--- config.mk ---
export PLATFORM = sky130hd
export DESIGN_NAME = gsac_ctrl
export DESIGN_NICKNAME = d
export VERILOG_FILES = /design/src/hdl/gsac_pkg.sv /design/src/hdl/gsac_ctrl.sv
export SDC_FILE = /design/constraint.sdc
export NUM_CORES = 1
export LEC_CHECK = 0
export BUFFER_PORTS_ARGS = -buffer_cell sky130_fd_sc_hd__buf_2
export CORE_AREA = 4 4 41 43
export CTS_BUF_LIST = sky130_fd_sc_hd__clkbuf_4 sky130_fd_sc_hd__clkbuf_8 sky130_fd_sc_hd__clkbuf_16
export DETAILED_ROUTE_END_ITERATION = 8
export DIE_AREA = 0 0 45 47
export GPL_TIMING_DRIVEN = 0
export MAX_ROUTING_LAYER = met4
export SLEW_MARGIN = 25
export SYNTH_ARGS = -nofsm -noshare
export SYNTH_HDL_FRONTEND = slang
export SYNTH_SLANG_ARGS = --single-unit
--- constraint.sdc ---
create_clock -name clk_i -period 1.4 [get_ports clk_i]
set_input_delay 0.07 -clock clk_i [delete_from_list [all_inputs] [get_ports clk_i]]
set_output_delay 0.07 -clock clk_i [all_outputs]
set_load 0.05 [all_outputs]
--- src/hdl/gsac_pkg.sv ---
// Package for the segment age cluster selector.
// Holds the default sizes and the command and status structs between controller and datapath.
package gsac_pkg;

  localparam int unsigned MaxCandidatesDef = 1024;
  localparam int unsigned MaxSelectDef     = 32;

  localparam logic [1:0] REG_NOW_TIME   = 2'd0;
  localparam logic [1:0] REG_PROTECT    = 2'd1;
  localparam logic [1:0] REG_AGE_WINDOW = 2'd2;
  localparam logic [1:0] REG_BLOCKS     = 2'd3;

  typedef struct packed {
    logic scan_start;
    logic commit;
    logic clear_run;
    logic out_load;
    logic out_last;
    logic out_none;
  } gsac_cmd_t;

  typedef struct packed {
    logic count_zero;
    logic scan_done;
    logic found;
    logic in_win;
    logic fill_done;
    logic first;
  } gsac_sts_t;

endpackage

--- src/hdl/gsac_ctrl.sv ---
// Controller: sequences collection, repeated minimum scans and result beats.
// Depends on gsac_pkg.
module gsac_ctrl import gsac_pkg::*; (
  input  logic      clk_i,
  input  logic      rst_ni,
  input  logic      in_valid_i,
  input  logic      in_last_i,
  output logic      in_ready_o,
  output logic      out_valid_o,
  input  logic      out_ready_i,
  input  gsac_sts_t sts_i,
  output gsac_cmd_t cmd_o
);

  typedef enum logic [2:0] {S_IN, S_START, S_SCAN, S_DECIDE, S_CHECK} state_e;

  state_e state_q;
  logic out_free;

  assign out_free   = !out_valid_o || out_ready_i;
  assign in_ready_o = (state_q == S_IN);

  always_comb begin
    cmd_o = '0;
    unique case (state_q)
      S_IN: ;
      S_START: begin
        if (sts_i.count_zero) begin
          cmd_o.out_load  = out_free;
          cmd_o.out_last  = 1'b1;
          cmd_o.out_none  = 1'b1;
          cmd_o.clear_run = out_free;
        end else begin
          cmd_o.scan_start = 1'b1;
        end
      end
      S_SCAN: ;
      S_DECIDE: begin
        if (!sts_i.found || !sts_i.in_win) begin
          cmd_o.out_load  = out_free;
          cmd_o.out_last  = 1'b1;
          cmd_o.clear_run = out_free;
        end else if (sts_i.first) begin
          cmd_o.commit = 1'b1;
        end else begin
          cmd_o.out_load = out_free;
          cmd_o.commit   = out_free;
        end
      end
      S_CHECK: begin
        if (sts_i.fill_done) begin
          cmd_o.out_load  = out_free;
          cmd_o.out_last  = 1'b1;
          cmd_o.clear_run = out_free;
        end else begin
          cmd_o.scan_start = 1'b1;
        end
      end
      default: ;
    endcase
  end

  always_ff @(posedge clk_i or negedge rst_ni) begin
    if (!rst_ni) begin
      state_q     <= S_IN;
      out_valid_o <= 1'b0;
    end else begin
      if (cmd_o.out_load) begin
        out_valid_o <= 1'b1;
      end else if (out_ready_i) begin
        out_valid_o <= 1'b0;
      end
      unique case (state_q)
        S_IN:     if (in_valid_i && in_last_i) state_q <= S_START;
        S_START:  begin
          if (cmd_o.scan_start) state_q <= S_SCAN;
          else if (cmd_o.clear_run) state_q <= S_IN;
        end
        S_SCAN:   if (sts_i.scan_done) state_q <= S_DECIDE;
        S_DECIDE: begin
          if (cmd_o.clear_run) state_q <= S_IN;
          else if (cmd_o.commit) state_q <= S_CHECK;
        end
        S_CHECK:  begin
          if (cmd_o.scan_start) state_q <= S_SCAN;
          else if (cmd_o.clear_run) state_q <= S_IN;
        end
        default:  state_q <= S_IN;
      endcase
    end
  end

endmodule

### Yosys cells after proc, flatten, opt, wreduce, memory -nomap -nowiden

Index checks and enable logic that the tools add are counted.

* register bits after elaboration: 4
* output and inout port bits: 8

* equal/unequal tests: 8
* multiplexer cells: 23
* reduce and logical (&&, ||, !) cells: 10

Operators with widths (count)
* 3-bit two-way mux: 7
* 1-bit two-way mux: 12
* 3-bit one-hot mux with 4 select lines: 1
* 3-bit one-hot mux with 3 select lines: 1
* 3-bit by 2-bit == test with 1-bit output (second input constant): 2
* 4-bit two-way mux: 1
* 4-bit AND reduction: 1
* 3-bit by 1-bit == test with 1-bit output (second input constant): 1
* 3-bit == test (second input constant): 1
* 1-bit zero test: 3
* 3-bit zero test: 1
* 3-bit by 1-bit inequality test with 1-bit output (second input constant): 1
* 3-bit inequality test (second input constant): 1
* 1-bit logical OR: 2
* 2-bit by 1-bit inequality test with 1-bit output (second input constant): 1
* 2-bit inequality test (second input constant): 1
* 1-bit one-hot mux with 2 select lines: 1
* 2-bit nonzero test: 1
* 2-bit OR reduction: 1
* 1-bit logical AND: 1

### Longest topological paths before layout

Gate-level depths: netlist of the first run.

* word-level depth: 8
* mapped depth: 3
* depth with buffers taken out: 3

### Worst setup path after synthesis of the first run

OpenSTA, ideal clock, no wires.

* kind: reg-to-output
* from: reg state_q[2]
* to: out cmd_o[3] (netlist bit)
* arrival: 1.806 ns
* slack: -0.476 ns
* stages on the path, launching flop included: 4
* buffers on the path: 0
* path through: dfrtp_1 > and4bb_4 > a211o_1 > and2_1

RTL lines
* from (decl): RTL line gsac_ctrl.sv:17 `state_e state_q;`
* from (signal assigned): RTL line gsac_ctrl.sv:65 `state_q <= S_IN;`
* from (signal assigned): RTL line gsac_ctrl.sv:74 `S_IN: if (in_valid_i && in_last_i) state_q <= S_START;`
* from (signal assigned): RTL line gsac_ctrl.sv:76 `if (cmd_o.scan_start) state_q <= S_SCAN;`
* to (decl): RTL line gsac_ctrl.sv:12 `output gsac_cmd_t cmd_o`

==> flow_metrics.env, run 1 <==
export IMPL_status="complete, but fails checks"
export IMPL_failed_checks="setup timing"
export IMPL_whs_path_depth=3
export IMPL_crit_arrival_ps=1510
export IMPL_place_area_um2=418
export IMPL_drive_above_1_share_pct=73.7
export IMPL_gp_congestion=0.680
export IMPL_power_mw=1.11
export IMPL_grt_start_max_net_pins=9
export IMPL_yosysMostFrequentCell="dfrtp_1"
export IMPL_synth_adder_area_share_pct=0
export IMPL_antenna_found_initial=0
export IMPL_design_area_um2=548
export IMPL_place_port_buffers=18
export IMPL_worstPathRequired_ps=1330
export IMPL_drt_iter0_markers=1
export IMPL_vias=334
export IMPL_fin_nets=69
export IMPL_drtPass1Iterations=2
export IMPL_dieArea_mm2=0.00212
export IMPL_post_route_period_util_pct=113
export IMPL_synthMuxAreaShare_pct=0
export IMPL_period_needed_ps=1580
export IMPL_min_delay_start="out_ready_i"
export IMPL_dp_hpwl_um=612
export IMPL_avgSynthCellArea_um2=9.92
export IMPL_r2r_start="state_q[1]"
export IMPL_holdPathEnd="out_valid_o"
export IMPL_rsz0062_at_grt="true"
export IMPL_ys_flop_type="dfrtp_1"
export IMPL_fmax_mhz=633
export IMPL_ys_warn_count=0
export IMPL_cap_viol_max_count=0
export IMPL_syn_inst=29
export IMPL_ir_drop_mv=0.988
export IMPL_synth_xor_area_share_pct=0
export IMPL_clock_skew_ps=2.01
export IMPL_coreArea_mm2=0.00130
export IMPL_ant_nets=0
export IMPL_antennaDiodeCount=0
export IMPL_start_kind="register"
export IMPL_clock_path_buffers=2
export IMPL_grt_usage_pct=9.83
export IMPL_async_flop_share_pct=100
export IMPL_synth_top_family_by_area="simple AND/OR/NAND/NOR gates"
export IMPL_rrSetupSlack_ps=100
export IMPL_finalMaxSlewViolations=0
export IMPL_finish_utilization_pct=42.1
export IMPL_die_width_um=45
export IMPL_r2r_end="state_q[2]"
export IMPL_areaGrowthSynthToFinish_pct=90.4
export IMPL_cts_tree="built"
export IMPL_ff2ff_path_depth=4
export IMPL_wl_um=894
export IMPL_register_area_um2=105
export IMPL_cts_root_buf="clkbuf_4"
export IMPL_timing_hold_ws_ps=163
export IMPL_powerDensity_mw_per_mm2=2030
export IMPL_p_leak_nw=0.259
export IMPL_yosys_area_top_type="dfrtp_1"
export IMPL_hold_class="in2reg"
export IMPL_setup_ws_ps=-181
export IMPL_synth_top_area_share_pct=34.8
export IMPL_row_count=13
export IMPL_tightest_slew_ps=286
export IMPL_synth_compound_area_share_pct=25.7
export IMPL_drc=0
export IMPL_ys_seq_elements=4
export IMPL_synth_area_leaders="dfrtp_1 35%, and3b_1 6.1%, or3b_1 6.1%, and4bb_4 5.7%, and4bb_2 4.3%"
export IMPL_viasPerCell=4.64
export IMPL_synth_seq_area_share_pct=34.8
export IMPL_clk_latency_ps=240
export IMPL_cts_sinks=4
export IMPL_setup_tns_ps=-464
export IMPL_grt_ovfl_total=0
export IMPL_synth_nets=40
export IMPL_worstSetupPathType="reg2out"
export IMPL_ys_types=21
export IMPL_ios=19
export IMPL_synth_enable_flop_cells=0
export IMPL_synth_simple_area_share_pct=39.6
export IMPL_netlist_top_cells_count="4 x dfrtp_1, 3 x nand2_1, 2 x and3b_1, 2 x nand2b_1, 2 x or3b_1"
export IMPL_grt_pass1_wl_um=1320
export IMPL_critPathCaptureType="primary output"
export IMPL_clk_pin_slew_ps=40
export IMPL_cts_buffers=3
export IMPL_final_setup_viol_count=5
export IMPL_wire_per_inst_um=12.4
export IMPL_max_slew_margin_pct=80.9
export IMPL_die_y_um=47
export IMPL_multiInputGateArea_um2=221
export IMPL_htreeDepth=1
export IMPL_fillCellCount=140
export IMPL_crit_fanout=6
export IMPL_hold_viol_final=0
export IMPL_grt_pass1_vias=308
export IMPL_syn_area_um2=288
export IMPL_start_util_pct=22.1
-- critical path, cell delays in order (launching register included) --
cell	delay, ps
dfrtp_2	420
and3b_2	260
a211o_2	310
and2_4	140
buf_8	140
-- cells by family after synthesis --
| kind of cell | Yosys count |
|---|---|
| compound gates | 9 |
| flops | 4 |
| simple gates | 16 |
-- through the flow --
step / setup slack, ps / instances
floorplan: -147 / 29
global placement: -132 / 62
detailed placement: -124 / 62
CTS: -188 / 70
global route: -216 / 72
finish: -181 / 72
-- worst max-delay path by stage --
stage                           from        to  slack, ps
after floorplan           state_q[1]  cmd_o[3]       -150
after global routing      state_q[1]  cmd_o[3]       -220
final                     state_q[1]  cmd_o[3]       -180
after global placement    state_q[2]  cmd_o[2]       -130
after CTS                 state_q[1]  cmd_o[3]       -190
after detailed placement  state_q[2]  cmd_o[2]       -120
-- cells in the final DEF, fill, tap and decap left out, drive strengths merged --
cell type    Yosys  layout
a211o            1       1
a211oi           1       1
a21boi           1       1
a21oi            2       2
a31o             1       1
and2             1       1
and3b            2       2
and4bb           2       2
buf              0      22
clkbuf           0       5
dfrtp            4       4
dlygate4sd3      0       1
nand2            3       3
nand2b           2       2
nand3            1       1
nor2             1       1
nor2b            1       1
nor3             1       1
o2111a           1       1
o21bai           1       1
o32ai            1       1
or3b             2       2
-- power by group --
part / internal [mW] / total (mW) / switching, mW / leakage [nW]
combinational: 0.286 / 0.726 / 0.441 / 0.194
clock: 0.127 / 0.181 / 0.0544 / 0.0184
sequential: 0.164 / 0.206 / 0.0424 / 0.0468
total: 0.576 / 1.11 / 0.538 / 0.259
-- repair_timing --
item	in CTS	in global routing
pin swaps	5	3
setup endpoints to repair	8	6
hold buffers	1	0
endpoints found under the hold margin	4	0
buffers inserted	3	2
resized for setup	15	2
-- metal layers --
metal / vias to the layer above / part of all wire (%) / global-route usage [%]
met1: 146 / 45 / 11.5
met3: 2 / 8.7 / 5.75
met2: 17 / 44 / 13.0
li1: 169 / - / -
met4: 0 / 1.3 / 5.26
met5: - / 0 / -
-- state kept, by name, indices dropped and copies added (netlist names) --
| register | flops |
|---|---|
| state_q | 3 |
| out_valid_o | 1 |
-- layout make-up --
class | count | area share [%]
repair buffers | 24 | 31.5
well taps | 15 | 3.42
flip-flops and latches | 4 | 19.2
clock buffers | 4 | 5.48
multi-input cells | 25 | 40.4
Note: power is estimated with default switching activity, not from simulation.
==> run 2, diff against run 1 <==
clock period = 1.82 ns   (was 1.4 ns; I/O delays follow)
==> run 2 against run 1 <==
Net effect:
- the run now ends clean
- first-iteration DRC count fell by 100%
- clock skew grew 0.56 ps
- total power shrank 38%
- critical endpoint unchanged
- sequential share of layout area up 3.8 points
==> flow_metrics.env, run 2 (same netlist as run 1, synthesis figures left out) <==
export IMPL_period_needed_ps=1720
export IMPL_layout_top_registers="state_q: 3 flops, out_valid_o: 1 flops"
export IMPL_largest_reg_flops=3
export IMPL_grt_pass1_wl_um=1190
export IMPL_antenna_found_initial=0
export IMPL_cts_buffers=3
export IMPL_cts_sinks=4
export IMPL_htreeDepth=1
export IMPL_die_y_um=47
export IMPL_gp_congestion=0.665
export IMPL_cts_setup_buffers=0
export IMPL_post_route_period_util_pct=94.6
export IMPL_coreArea_mm2=0.00130
export IMPL_grt_start_max_net_pins=10
export IMPL_timing_hold_ws_ps=181
export IMPL_row_count=13
export IMPL_drc=0
export IMPL_p_leak_nw=0.224
export IMPL_wl_um=757
export IMPL_critPathCaptureType="primary output"
export IMPL_ant_nets=0
export IMPL_max_slew_margin_pct=81.5
export IMPL_final_setup_viol_count=0
export IMPL_cap_viol_max_count=0
export IMPL_drt_iter0_markers=0
export IMPL_wire_per_inst_um=11.5
export IMPL_hold_class="in2reg"
export IMPL_final_common_cell="buf_2"
export IMPL_clock_skew_ps=2.57
export IMPL_finalMaxSlewViolations=0
export IMPL_worstPathRequired_ps=1730
export IMPL_start_kind="register"
export IMPL_ios=19
export IMPL_grt_pass1_vias=274
export IMPL_final_cell_mix="18 x buf_2, 4 x dfrtp_1, 3 x nand2_1, 3 x clkbuf_4"
export IMPL_grt_usage_pct=8.35
export IMPL_worstSetupPathType="reg2out"
export IMPL_largest_register="state_q"
export IMPL_place_port_buffers=18
export IMPL_cts_root_buf="clkbuf_4"
export IMPL_dieArea_mm2=0.00212
export IMPL_setup_tns_ps=0
export IMPL_clk_pin_slew_ps=40
export IMPL_areaGrowthSynthToFinish_pct=51.3
export IMPL_fmax_mhz=581
export IMPL_ir_drop_mv=0.819
export IMPL_cts_tree="built"
export IMPL_powerDensity_mw_per_mm2=1600
export IMPL_drtPass1Iterations=1
export IMPL_crit_fanout=8
export IMPL_clk_latency_ps=230
export IMPL_dp_hpwl_um=596
export IMPL_fin_nets=64
export IMPL_clock_path_buffers=2
export IMPL_crit_arrival_ps=1630
export IMPL_vias=302
export IMPL_tightest_slew_ps=276
export IMPL_status="complete, no violations"
export IMPL_viasPerCell=4.58
export IMPL_antennaDiodeCount=0
export IMPL_place_area_um2=398
export IMPL_power_uw=696
export IMPL_drive_above_1_share_pct=52.9
export IMPL_die_width_um=45
export IMPL_hold_viol_final=0
export IMPL_grt_ovfl_total=0
export IMPL_design_area_um2=435
export IMPL_finish_utilization_pct=33.5
export IMPL_start_util_pct=22.1
export IMPL_rsz0062_at_grt="false"
run 2: worst max-delay path: stages (launching register included):
cell     delay [ps]
dfrtp_1         440
and3b_1         260
a211o_1         310
and2_2          190
buf_2           200
run 2: repair_timing:
item,CTS,global route
hold endpoints to repair,4,0
gates resized for setup,0,1
hold buffers,1,0
setup endpoints to repair,0,1
run 2: area by class of cell:
| cell class | count | area, µm² |
|---|---|---|
| Timing Repair Buffer | 19 | 100 |
| Tap cell | 15 | 18.8 |
| Clock buffer | 3 | 22.5 |
| Multi-Input combinational cell | 25 | 194 |
| Sequential cell | 4 | 100 |
| Fill cell | 149 | 866 |
run 2: worst paths after layout:
kind                             start     endpoint  slack, ps  cells after the start
min reg2reg                out_valid_o  out_valid_o        550                      2
min                        out_ready_i  out_valid_o        180                      3
max                         state_q[1]     cmd_o[3]        100                      4
max in group asynchronous       rst_ni   state_q[2]       1510                      2
min in group asynchronous       rst_ni   state_q[1]        190                      2
max reg2reg                 state_q[1]   state_q[0]        560                      3
run 2: per-layer routing:
layer	global-route usage (%)	wire, µm
met1	11.7	404
met2	9.32	265
met3	5.75	87
met4	1.75	0
met5	-	0
run 2: power breakdown:
part,internal [mW],switching (mW)
Sequential,0.120,0.0458
Clock,0.0736,0.0334
Combinational,0.128,0.295
run 2: stage by stage:
step	cells	setup WS (ps)
after floorplan	29	37.1
after detailed placement	62	307
after global routing	66	11.5
final	66	97.7
after CTS	66	53.5
after global placement	62	319
